<file path="src/sv/pcn_pkg.sv">
package pcn_pkg;

  localparam int MaxPoints = 64;
  localparam int FracBits  = 12;
  localparam int AddrW     = $clog2(MaxPoints);
  localparam int CntW      = AddrW + 1;
  localparam int CoordW    = 24;
  localparam int SumW      = 30;
  localparam int SqW       = 50;
  localparam int RadW      = 25;
  localparam int OffW      = 25;
  localparam int DivW      = OffW + FracBits;

  typedef struct packed {
    logic signed [CoordW-1:0] coord_x;
    logic signed [CoordW-1:0] coord_y;
    logic signed [CoordW-1:0] coord_z;
    logic                     final_point;
  } pcn_in_t;

  typedef struct packed {
    logic signed [CoordW-1:0] norm_x;
    logic signed [CoordW-1:0] norm_y;
    logic signed [CoordW-1:0] norm_z;
    logic                     degenerate;
    logic                     overflowed;
    logic                     end_of_run;
  } pcn_out_t;

  // Datapath operations issued by the controller.
  typedef enum logic [2:0] {
    OP_IDLE,
    OP_LOAD,
    OP_CENT,
    OP_DIST,
    OP_SCALE,
    OP_EMIT,
    OP_CLEAR
  } pcn_op_e;

  typedef struct packed {
    pcn_op_e          op;
    logic             start;  // begin a multi-cycle operation
    logic [AddrW-1:0] addr;   // memory read address
    logic [1:0]       axis;   // axis selection for centroid / scale
    logic             last;   // end_of_run for the emitted item
  } pcn_cmd_t;

  typedef struct packed {
    logic             done;   // multi-cycle operation finished
    logic [CntW-1:0]  count;
    logic             degen;
  } pcn_sts_t;

endpackage

</file>
<file path="src/sv/pcn_ctrl.sv">
module pcn_ctrl (
  input  logic              clk_i,
  input  logic              rst_ni,
  input  logic              start_i,
  input  logic              final_i,
  input  pcn_pkg::pcn_sts_t sts_i,
  output logic              busy_o,
  output pcn_pkg::pcn_cmd_t cmd_o
);
  import pcn_pkg::*;

  typedef enum logic [3:0] {
    S_LOAD,
    S_CENT_GO,
    S_CENT_WAIT,
    S_DIST_GO,
    S_DIST_WAIT,
    S_SCL_GO,
    S_SCL_WAIT,
    S_EMIT,
    S_CLEAR
  } state_e;

  state_e           state_q;
  logic [1:0]       axis_q;
  logic [AddrW-1:0] idx_q, idx_d;

  logic last_pt;
  assign last_pt = ({1'b0, idx_q} == sts_i.count - CntW'(1));

  // Advance the point index; the memory reads ahead with the next index.
  always_comb begin
    idx_d = idx_q;
    case (state_q)
      S_CENT_WAIT: begin
        if (sts_i.done && axis_q == 2'd2) idx_d = '0;
      end
      S_DIST_WAIT: begin
        if (sts_i.done) idx_d = last_pt ? '0 : idx_q + AddrW'(1);
      end
      S_EMIT: begin
        if (!last_pt) idx_d = idx_q + AddrW'(1);
      end
      S_CLEAR: idx_d = '0;
      default: ;
    endcase
  end

  // Drive datapath commands from the state.
  always_comb begin
    cmd_o       = '0;
    cmd_o.op    = OP_IDLE;
    cmd_o.addr  = idx_d;
    cmd_o.axis  = axis_q;
    cmd_o.last  = last_pt;
    busy_o      = (state_q != S_LOAD);
    case (state_q)
      S_LOAD: begin
        cmd_o.op = start_i ? OP_LOAD : OP_IDLE;
      end
      S_CENT_GO: begin
        cmd_o.op = OP_CENT;
        cmd_o.start = 1'b1;
      end
      S_CENT_WAIT: cmd_o.op = OP_CENT;
      S_DIST_GO: begin
        cmd_o.op = OP_DIST;
        cmd_o.start = 1'b1;
      end
      S_DIST_WAIT: cmd_o.op = OP_DIST;
      S_SCL_GO: begin
        cmd_o.op = OP_SCALE;
        cmd_o.start = 1'b1;
      end
      S_SCL_WAIT: cmd_o.op = OP_SCALE;
      S_EMIT:     cmd_o.op = OP_EMIT;
      S_CLEAR:    cmd_o.op = OP_CLEAR;
      default:    cmd_o.op = OP_IDLE;
    endcase
  end

  // Sequence centroid, distance, scaling and emit passes.
  always_ff @(posedge clk_i or negedge rst_ni) begin
    if (!rst_ni) begin
      state_q <= S_LOAD;
      axis_q  <= '0;
      idx_q   <= '0;
    end else begin
      idx_q <= idx_d;
      case (state_q)
        S_LOAD: begin
          if (start_i && final_i) begin
            state_q <= S_CENT_GO;
            axis_q  <= '0;
          end
        end
        S_CENT_GO: state_q <= S_CENT_WAIT;
        S_CENT_WAIT: begin
          if (sts_i.done) begin
            if (axis_q == 2'd2) begin
              axis_q  <= '0;
              state_q <= S_DIST_GO;
            end else begin
              axis_q  <= axis_q + 2'd1;
              state_q <= S_CENT_GO;
            end
          end
        end
        S_DIST_GO: state_q <= S_DIST_WAIT;
        S_DIST_WAIT: begin
          if (sts_i.done) begin
            if (last_pt) begin
              state_q <= S_SCL_GO;
            end else begin
              state_q <= S_DIST_GO;
            end
          end
        end
        S_SCL_GO: state_q <= S_SCL_WAIT;
        S_SCL_WAIT: begin
          if (sts_i.done || sts_i.degen) begin
            if (axis_q == 2'd2 || sts_i.degen) begin
              axis_q  <= '0;
              state_q <= S_EMIT;
            end else begin
              axis_q  <= axis_q + 2'd1;
              state_q <= S_SCL_GO;
            end
          end
        end
        S_EMIT: begin
          if (last_pt) begin
            state_q <= S_CLEAR;
          end else begin
            state_q <= S_SCL_GO;
          end
        end
        S_CLEAR: begin
          state_q <= S_LOAD;
        end
        default: state_q <= S_LOAD;
      endcase
    end
  end

`ifndef ASSERT_OFF
  a_busy_clear: assert property (@(posedge clk_i) disable iff (!rst_ni)
    state_q == S_CLEAR |=> !busy_o)
    else $error("block still busy after clear");
  a_final_busy: assert property (@(posedge clk_i) disable iff (!rst_ni)
    start_i && final_i && !busy_o |=> busy_o)
    else $error("final item did not start processing");
  a_idx_range: assert property (@(posedge clk_i) disable iff (!rst_ni)
    busy_o |-> {1'b0, idx_q} < sts_i.count)
    else $error("point index beyond count");
`endif

endmodule

</file>
<file path="config.mk">
export PLATFORM = sky130hd
export DESIGN_NAME = pcn_ctrl
export DESIGN_NICKNAME = d
export VERILOG_FILES = /design/src/sv/pcn_pkg.sv /design/src/sv/pcn_ctrl.sv
export SDC_FILE = /design/constraint.sdc
export NUM_CORES = 1
export LEC_CHECK = 0
export BUFFER_PORTS_ARGS = -buffer_cell sky130_fd_sc_hd__buf_2
export CAP_MARGIN = 20
export CORE_MARGIN = 3
export CORE_UTILIZATION = 48
export CTS_CLUSTER_SIZE = 28
export DETAILED_ROUTE_END_ITERATION = 8
export PLACE_DENSITY = 0.87
export REMOVE_ABC_BUFFERS = 1
export SLEW_MARGIN = 5
export SYNTH_ARGS = -nofsm -noshare
export SYNTH_HDL_FRONTEND = slang
export SYNTH_SLANG_ARGS = --single-unit
</file>
<file path="constraint.sdc">
create_clock -name clk_i -period 2.7 [get_ports clk_i]
set_input_delay 0.54 -clock clk_i [delete_from_list [all_inputs] [get_ports clk_i]]
set_output_delay 0.54 -clock clk_i [all_outputs]
set_load 0.03 [all_outputs]
</file>
==> results of run 1 <==
[metrics by stage]
step / cells / utilization / total power [mW]
2_1_floorplan: 138 / - / 1.18
3_3_place_gp: 206 / 0.623 / 1.45
3_5_place_dp: 206 / 0.623 / 1.48
4_1_cts: 213 / 0.687 / 1.73
5_1_grt: 217 / 0.714 / 1.93
6_report: 217 / 0.714 / 1.80
[critical path, delay by kind of cell]
family	cells	cell delay [ps]
AOI/OAI and AO/OA	6	1430
buffers and inverters	3	270
adders and majority gates	1	160
[final cells by class]
| class | count | area [um^2] |
|---|---|---|
| multi-input combinational | 116 | 882 |
| fill | 179 | 658 |
| timing repair buffer | 48 | 359 |
| sequential | 12 | 300 |
| inverter | 10 | 40.0 |
| tap | 28 | 35.0 |
| clock buffer | 3 | 22.5 |
[cell usage after synthesis, types with 2 or more instances]
| cell type | count | area [um^2] |
|---|---|---|
| o21a_1 | 2 | 15.0 |
| ha_1 | 6 | 75.1 |
| nor2b_1 | 2 | 12.5 |
| a211o_1 | 2 | 17.5 |
| and3_2 | 2 | 15.0 |
| a31oi_1 | 4 | 25.0 |
| nor3_1 | 6 | 30.0 |
| nor4_1 | 2 | 12.5 |
| and2_1 | 2 | 12.5 |
| o21ai_0 | 6 | 30.0 |
| nand2_1 | 9 | 33.8 |
| xnor2_1 | 8 | 70.1 |
| mux2_2 | 2 | 22.5 |
| o2bb2ai_1 | 2 | 17.5 |
| nor2_1 | 16 | 60.1 |
| clkbuf_1 | 5 | 18.8 |
| buf_2 | 2 | 10.0 |
| nand2b_1 | 2 | 12.5 |
| nand4_1 | 2 | 12.5 |
| a21oi_1 | 9 | 45.0 |
| nand3_1 | 5 | 25.0 |
| a32o_1 | 2 | 20.0 |
| a211oi_1 | 2 | 15.0 |
| o22ai_1 | 3 | 18.8 |
| dfrtp_1 | 12 | 300 |
| inv_1 | 10 | 37.5 |
[layer usage]
layer | global-route usage | up-vias
li1 | - | 620
met1 | 0.225 | 590
met2 | 0.324 | 41
met3 | 0.0345 | 8
met4 | 0.0644 | 0
met5 | 0 | -
[logic make-up after synthesis]
| logic type | Yosys count |
|---|---|
| AO/OA/AOI/OAI | 42 |
| AND/OR/NAND/NOR | 58 |
| multiplexers | 2 |
| buffers and inverters | 20 |
| adder cells (fa/ha/maj) | 6 |
| flip-flops | 12 |
| XOR/XNOR | 8 |
[path summary, 6_finish.rpt]
check	start	end	slack (ps)	cells past startpoint
setup reg to reg	idx_q[2]	idx_q[1]	400	9
hold reg to reg	axis_q[1]	axis_q[1]	570	1
min in group clk_i	axis_q[1]	axis_q[1]	570	1
max in group asynchronous	rst_ni	idx_q[1]	2340	1
setup / recovery	sts_i[1]	cmd_o[5]	-240	10
hold / removal	rst_ni	state_q[1]	130	1
[timing repair]
action / in CTS / in global routing
pin swaps: 12 / 6
hold buffers: 0 / 0
setup buffers: 4 / 4
resized for setup: 26 / 6
endpoints found under the setup margin: 7 / 6
endpoints found under the hold margin: 0 / 0
[registers in the layout, indices dropped and copies added (netlist names)]
register / flops
axis_q: 2
idx_q: 6
state_q: 4
[power groups by stage]
stage | Clock, mW | Sequential (mW) | Combinational, mW
3_3_place_gp | 0 | 0.367 | 1.08
4_1_cts | 0.113 | 0.371 | 1.25
5_1_grt | 0.122 | 0.391 | 1.42
6_report | 0.112 | 0.376 | 1.32
2_1_floorplan | 0 | 0.377 | 0.801
3_5_place_dp | 0 | 0.374 | 1.11
[layout by cell type (no fill, tap or decap), types with 3 or more instances in the layout]
master | netlist | final
a21oi_1 | 9 | 9
a31oi_1 | 4 | 4
buf_2 | 2 | 17
buf_4 | 1 | 22
buf_6 | 1 | 7
clkbuf_4 | 0 | 3
dfrtp_1 | 12 | 12
ha_1 | 6 | 4
inv_1 | 10 | 8
nand2_1 | 9 | 9
nand3_1 | 5 | 5
nor2_1 | 16 | 15
nor3_1 | 6 | 6
o21ai_0 | 6 | 6
o22ai_1 | 3 | 3
xnor2_1 | 8 | 8
==> impl_metrics.json, run 1 <==
{
  "status": "complete, but fails checks",
  "failed_checks": "negative setup slack",
  "cts_tree": "done",
  "die-area_mm2": 0.00316,
  "synthesis.area_mm2": 0.00121,
  "seq_area_frac_synth": 0.248,
  "met3_length_um": 162,
  "hpwlAfterDp_um": 2190,
  "p_seq_frac": 0.208,
  "pre_cts_slack_ps": -458,
  "period_share": 1.09,
  "swShare": 0.514,
  "antenna_found_initial": 0,
  "synth_edf_count": 0,
  "peakVddDrop_mv": 0.976,
  "tns_ps": -1350,
  "synthAdderAreaFrac": 0.0619,
  "totalWireLength_um": 3150,
  "ys_seq_elements": 12,
  "switchingPower_uw": 926,
  "pwr-share-clk": 0.062,
  "ant_nets": 0,
  "design_area_mm2": 0.00164,
  "critPathMaxStageDelay_ps": 380,
  "slew_headroom": 0.690,
  "cp_max_fo": 5,
  "grtUsageTotal": 0.185,
  "setup_viol": 6,
  "path_clk_slew_ps": 70,
  "grt_pass1_vias": 1142,
  "period_minus_slack_ps": 2940,
  "drv_slew": 0,
  "htree_levels": 1,
  "synth-simple-area-share": 0.266,
  "synth_compound_area_frac": 0.273,
  "powerDensity_mw_per_mm2": 1100,
  "leakagePower_nw": 0.725,
  "postSynth.asyncResetShare": 1.00,
  "synth_warnings": 0,
  "syn_inst": 148,
  "drt_iter0_markers": 51,
  "grt_overflow": 0,
  "synth_mux_area_frac": 0.0186,
  "wl_per_cell_um": 14.5,
  "grt_pass1_wl_um": 4820,
  "hold_viol": 0,
  "num_io_pins": 27,
  "clk_latency_ps": 280,
  "skew_ps": 3.75,
  "critPathLaunchType": "primary input",
  "row_count": 17,
  "hold_class": "primary input to async pin",
  "die_y_um": 56.3,
  "ys.flop_type": "dfrtp_1",
  "core-area_mm2": 0.00230,
  "die_w_um": 56.3,
  "vias_per_cell": 5.80,
  "rsz0062_at_grt": "true",
  "fin_ws_ps": -242,
  "synth.distinct_cells": 49,
  "path_cells": "buf_8 -> inv_2 -> ha_4 -> o21bai_1 -> a211o_1 -> a31oi_4 -> o211ai_4 -> o31ai_4 -> a22o_1 -> buf_6",
  "gp_congestion": 0.860,
  "placed_cell_area_mm2": 0.00143,
  "wl_met1_um": 1310,
  "first_pass_iters": 5,
  "worstPathArrival_ps": 2400,
  "cts_made_buffers": 3,
  "fmax_mhz": 340,
  "synth_xor_area_frac": 0.0578,
  "drive_above_1_share": 0.397,
  "start_util": 0.528,
  "critical_path_required_ps": 2160,
  "grt_max_degree": 16,
  "port-buffer-count": 26,
  "clockBufferDepth": 2,
  "top_layer_used": "met4",
  "holdWs_ps": 135,
  "wl_met2_um": 1620,
  "endpoint_kind": "output port",
  "syn_avg_cell_area_um2": 8.19,
  "max_cap_viol_count": 0,
  "tightest_slew_ps": 453,
  "antenna_cells": 0,
  "critPathKind": "primary input to output port",
  "clkSinkCount": 12,
  "drc_errors": 0,
  "synth_top_family_by_area": "compound AO/OA/AOI/OAI gates",
  "crit_slowest_cell": "o31ai_4",
  "syn2layout_area_growth_pct": 35.2,
  "dr_total_vias": 1259,
  "cts_root_buffer": "clkbuf_4",
  "comb_power_share": 0.730,
  "final_nets": 210,
  "p_int_uw": 877
}
Note: power is estimated with default switching activity, not from simulation.
==> inputs of run 2 (changes only) <==
--- a/config.mk
+++ b/config.mk
@@ -8,10 +8,11 @@
 export BUFFER_PORTS_ARGS = -buffer_cell sky130_fd_sc_hd__buf_2
 export CAP_MARGIN = 20
 export CORE_MARGIN = 3
-export CORE_UTILIZATION = 48
+export CORE_UTILIZATION = 50
+export CTS_BUF_LIST = sky130_fd_sc_hd__clkbuf_4 sky130_fd_sc_hd__clkbuf_8
 export CTS_CLUSTER_SIZE = 28
 export DETAILED_ROUTE_END_ITERATION = 8
-export PLACE_DENSITY = 0.87
+export PLACE_DENSITY = 0.79
 export REMOVE_ABC_BUFFERS = 1
 export SLEW_MARGIN = 5
 export SYNTH_ARGS = -nofsm -noshare
==> impl_metrics.json, run 2 (synthesis results as in run 1) <==
{
  "status": "complete, but fails checks",
  "failed_checks": "negative setup slack",
  "rsz0062_at_grt": "true",
  "final_nets": 210,
  "ctsHoldBuffers": 0,
  "cts_tree": "done",
  "period_share": 1.12,
  "cp_max_fo": 4,
  "antenna_found_initial": 0,
  "ff2ff_path_depth": 9,
  "drt_iter0_markers": 31,
  "worstPathArrival_ps": 2480,
  "hpwlAfterDp_um": 2200,
  "critPathKind": "primary input to output port",
  "final_common_cell": "buf_4",
  "syn2layout_area_growth_pct": 39.3,
  "endpoint": "cmd_o[6]",
  "max_cap_viol_count": 0,
  "worstSetupStartpoint": "sts_i[1]",
  "port-buffer-count": 26,
  "path_clk_slew_ps": 80,
  "start_util": 0.538,
  "core-area_mm2": 0.00225,
  "die-area_mm2": 0.00305,
  "drc_errors": 0,
  "regMostFlops": "idx_q",
  "design_area_mm2": 0.00169,
  "grtUsageTotal": 0.217,
  "period_minus_slack_ps": 3020,
  "dr_total_vias": 1256,
  "hold_viol": 0,
  "hold_class": "primary input to async pin",
  "gp_congestion": 0.847,
  "fin_ws_ps": -324,
  "cts_root_buffer": "clkbuf_4",
  "placed_cell_area_mm2": 0.00144,
  "r2r_end": "idx_q[3]",
  "grt_pass1_wl_um": 5580,
  "ant_nets": 0,
  "endpoint_kind": "output port",
  "setup_viol": 6,
  "vias_per_cell": 5.76,
  "slew_headroom": 0.712,
  "peakVddDrop_mv": 0.934,
  "r2r_setup_slack_ps": 520,
  "clk_latency_ps": 270,
  "cts_made_buffers": 3,
  "clockBufferDepth": 2,
  "top_regs": "idx_q (6), state_q (4), axis_q (2)",
  "totalWireLength_um": 3240,
  "die_y_um": 55.2,
  "antenna_cells": 0,
  "grt_pass1_vias": 1230,
  "die_w_um": 55.2,
  "row_count": 17,
  "fmax_mhz": 331,
  "critPathLaunchType": "primary input",
  "tightest_slew_ps": 427,
  "critical_path_required_ps": 2160,
  "grt_max_degree": 16,
  "largest_reg_flops": 6,
  "fillCellCount": 175,
  "layout_common_cells": "buf_4 (19), buf_2 (18), nor2_1 (15), dfrtp_1 (12)",
  "htree_levels": 1,
  "wl_per_cell_um": 14.9,
  "first_pass_iters": 4,
  "skew_ps": 2.84,
  "drv_slew": 0,
  "powerDensity_mw_per_mm2": 1080,
  "final_util": 0.749,
  "drive_above_1_share": 0.400,
  "leakagePower_nw": 0.747,
  "grt_overflow": 0,
  "num_io_pins": 27,
  "clkSinkCount": 12,
  "timing.rr.start": "idx_q[2]"
}
run 2: cell types whose count changed in the layout (fill, tap and decap cells not counted), sizes merged:
cell and delta:
clkbuf +1
run 2: repair_timing:
| action | in CTS | in global routing |
|---|---|---|
| gates resized for setup | 29 | 9 |
| endpoints found under the setup margin | 7 | 6 |
| gates cloned | 0 | 0 |
| buffers inserted | 4 | 3 |
| hold endpoints to repair | 0 | 0 |
| pin swaps | 12 | 7 |
run 2: layout make-up:
cell class	instances	area, um^2	area share
multi-input combinational	116	911	0.539
timing repair buffer	48	364	0.216
sequential	12	300	0.178
inverter	10	42.5	0.0252
clock buffer	4	36.3	0.0215
tap	28	35.0	0.0207
run 2: where the power goes:
group,internal [mW],switching (mW),total [mW]
registers,0.250,0.134,0.384
logic,0.547,0.745,1.29
clock network,0.0819,0.0618,0.144
run 2: worst min path at each step:
stage / from / endpoint / slack (ps) / depth (start not counted)
final: rst_ni / idx_q[4] / 130 / 1
after global routing: rst_ni / idx_q[4] / 140 / 1
after CTS: rst_ni / idx_q[4] / 130 / 1
after detailed placement: rst_ni / idx_q[4] / 440 / 1
after global placement: rst_ni / idx_q[2] / 430 / 1
after floorplan: rst_ni / axis_q[0] / 240 / 0
run 2: routing by layer:
layer / vias to the layer above / GRT usage / wire, um
met5: - / 0 / 0
met4: 0 / 0.0729 / 42
met3: 6 / 0.0280 / 133
met2: 38 / 0.383 / 1690
met1: 593 / 0.269 / 1370
li1: 619 / - / -
run 2: critical path, stage by stage:
cell and delay (ps):
buf_8 80, inv_4 30, ha_4 160, o21bai_4 160, a211o_1 320, a31oi_4 210, o211ai_4 110, buf_6 140
o31ai_4 290, buf_6 170, o2bb2ai_4 120, buf_6 150
run 2: per-stage QoR:
stage / hold WS [ps] / setup WS, ps / setup TNS, ps / std cells / total power [mW]
2_1_floorplan: 244 / -423 / -1240 / 138 / 1.18
3_3_place_gp: 430 / -379 / -2100 / 207 / 1.45
3_5_place_dp: 437 / -406 / -2210 / 207 / 1.49
4_1_cts: 135 / -229 / -801 / 215 / 1.74
5_1_grt: 144 / -402 / -2220 / 218 / 1.96
6_report: 134 / -324 / -1620 / 218 / 1.82
==> inputs of run 3 (changes only) <==
--- a/config.mk
+++ b/config.mk
@@ -14,6 +14,7 @@
 export DETAILED_ROUTE_END_ITERATION = 8
 export PLACE_DENSITY = 0.79
 export REMOVE_ABC_BUFFERS = 1
+export SETUP_SLACK_MARGIN = 0.5
 export SLEW_MARGIN = 5
 export SYNTH_ARGS = -nofsm -noshare
 export SYNTH_HDL_FRONTEND = slang
==> impl_metrics.json, run 3 (synthesis results as in run 1) <==
{
  "status": "complete, but fails checks",
  "failed_checks": "negative setup slack",
  "ant_nets": 0,
  "dp_cells": 207,
  "cp_max_fo": 4,
  "row_count": 17,
  "port-buffer-count": 26,
  "tightest_slew_ps": 424,
  "dr_total_vias": 1250,
  "regMostFlops": "idx_q",
  "core-area_mm2": 0.00225,
  "leakagePower_nw": 0.750,
  "peakVddDrop_mv": 0.943,
  "drc_errors": 0,
  "worstPathArrival_ps": 2410,
  "die-area_mm2": 0.00305,
  "clk_latency_ps": 270,
  "wl_per_cell_um": 14.9,
  "die_y_um": 55.2,
  "setup_viol": 6,
  "cts_root_buffer": "clkbuf_4",
  "period_share": 1.09,
  "register_area_um2": 304,
  "period_minus_slack_ps": 2950,
  "slew_headroom": 0.714,
  "rsz0062_at_grt": "true",
  "hpwlAfterDp_um": 2200,
  "layout_common_cells": "buf_4 (18), buf_2 (16), nor2_1 (15), buf_6 (13)",
  "gp_congestion": 0.847,
  "grt_util_met1": 0.269,
  "path_clk_slew_ps": 80,
  "num_io_pins": 27,
  "totalWireLength_um": 3250,
  "holdWs_ps": 132,
  "grt_pass1_vias": 1230,
  "largest_reg_flops": 6,
  "fillCellCount": 168,
  "gr-max-usage-layer": "met2",
  "final_common_cell": "buf_4",
  "worstSetupStartpoint": "sts_i[1]",
  "cts_tree": "done",
  "timing.rr.start": "idx_q[2]",
  "instances_no_fill": 219,
  "vias_per_cell": 5.71,
  "use_met3": 0.0280,
  "power_mw": 1.85,
  "ctsHoldBuffers": 0,
  "fin_ws_ps": -245,
  "antenna_cells": 0,
  "grtUsageTotal": 0.217,
  "first_pass_iters": 4,
  "hold_class": "primary input to async pin",
  "drv_slew": 0,
  "endpoint": "cmd_o[6]",
  "die_w_um": 55.2,
  "powerDensity_mw_per_mm2": 1070,
  "drt_iter0_markers": 32,
  "clkSinkCount": 12,
  "hold_viol": 0,
  "antenna_found_initial": 0,
  "endpoint_kind": "output port",
  "pre_cts_slack_ps": -406,
  "critPathKind": "primary input to output port",
  "syn2layout_area_growth_pct": 42.2,
  "r2r_end": "state_q[2]",
  "fmax_mhz": 340,
  "top_regs": "idx_q (6), state_q (4), axis_q (2)",
  "max_cap_viol_count": 0,
  "critPathLaunchType": "primary input",
  "final_nets": 211,
  "ff2ff_path_depth": 9,
  "start_util": 0.538,
  "htree_levels": 1,
  "grt_pass1_wl_um": 5580,
  "critical_path_required_ps": 2160,
  "skew_ps": 3.20,
  "grt_max_degree": 16,
  "drive_above_1_share": 0.440,
  "r2r_setup_slack_ps": 560,
  "cts_made_buffers": 3,
  "multi_input_area_um2": 922,
  "clockBufferDepth": 2,
  "use_met2": 0.383,
  "grt_overflow": 0
}
## run 3: cell types whose count changed in the layout (fill, tap and decap cells not counted), sizes merged
cell,delta
clkbuf,+1
## run 3: worst max-delay path, cell delays in order
cell,delay (ps)
buf_6,80
inv_2,40
ha_4,160
o21bai_4,170
a211o_1,290
a31oi_4,180
o211ai_4,120
buf_6,140
o31ai_4,250
buf_6,170
o2bb2ai_4,120
buf_6,150
## run 3: what timing repair did
| item | 4_1_cts | 5_1_grt |
|---|---|---|
| resized for setup | 30 | 20 |
| cloned | 0 | 0 |
| buffers inserted | 4 | 4 |
| setup endpoints to repair | 9 | 10 |
| pin swaps | 12 | 3 |
## run 3: layout make-up
class,count,area share
Clock buffer,4,0.0210
Inverter,10,0.0247
Multi-Input combinational cell,116,0.535
Sequential cell,12,0.176
Tap cell,28,0.0203
Timing Repair Buffer,49,0.223
## run 3: worst min path at each step
stage                 from         to  slack (ps)  depth (start not counted)
floorplan           rst_ni  axis_q[0]         240                          0
global placement    rst_ni   idx_q[2]         430                          1
detailed placement  rst_ni   idx_q[4]         440                          1
CTS                 rst_ni   idx_q[4]         130                          1
global route        rst_ni   idx_q[4]         140                          1
finish              rst_ni   idx_q[1]         130                          1
## run 3: per-layer routing
layer  vias up  share of wire
met4         0          0.011
met5         -              0
met1       594           0.43
met3         6          0.026
li1        623              -
met2        27           0.53
## run 3: through the flow
stage          instance area, um^2  utilization  setup TNS (ps)
5_1_grt                       1720        0.765           -2010
3_3_place_gp                  1440        0.638           -2100
2_1_floorplan                 1160            -           -1240
4_1_cts                       1620        0.717            -799
3_5_place_dp                  1440        0.638           -2210
6_report                      1720        0.765           -1180
## run 3: report_power, final
| group | total (mW) | switching [mW] | internal [mW] |
|---|---|---|---|
| clock | 0.144 | 0.0618 | 0.0820 |
| sequential | 0.390 | 0.135 | 0.255 |
| combinational | 1.31 | 0.750 | 0.563 |
| total | 1.85 | 0.947 | 0.900 |
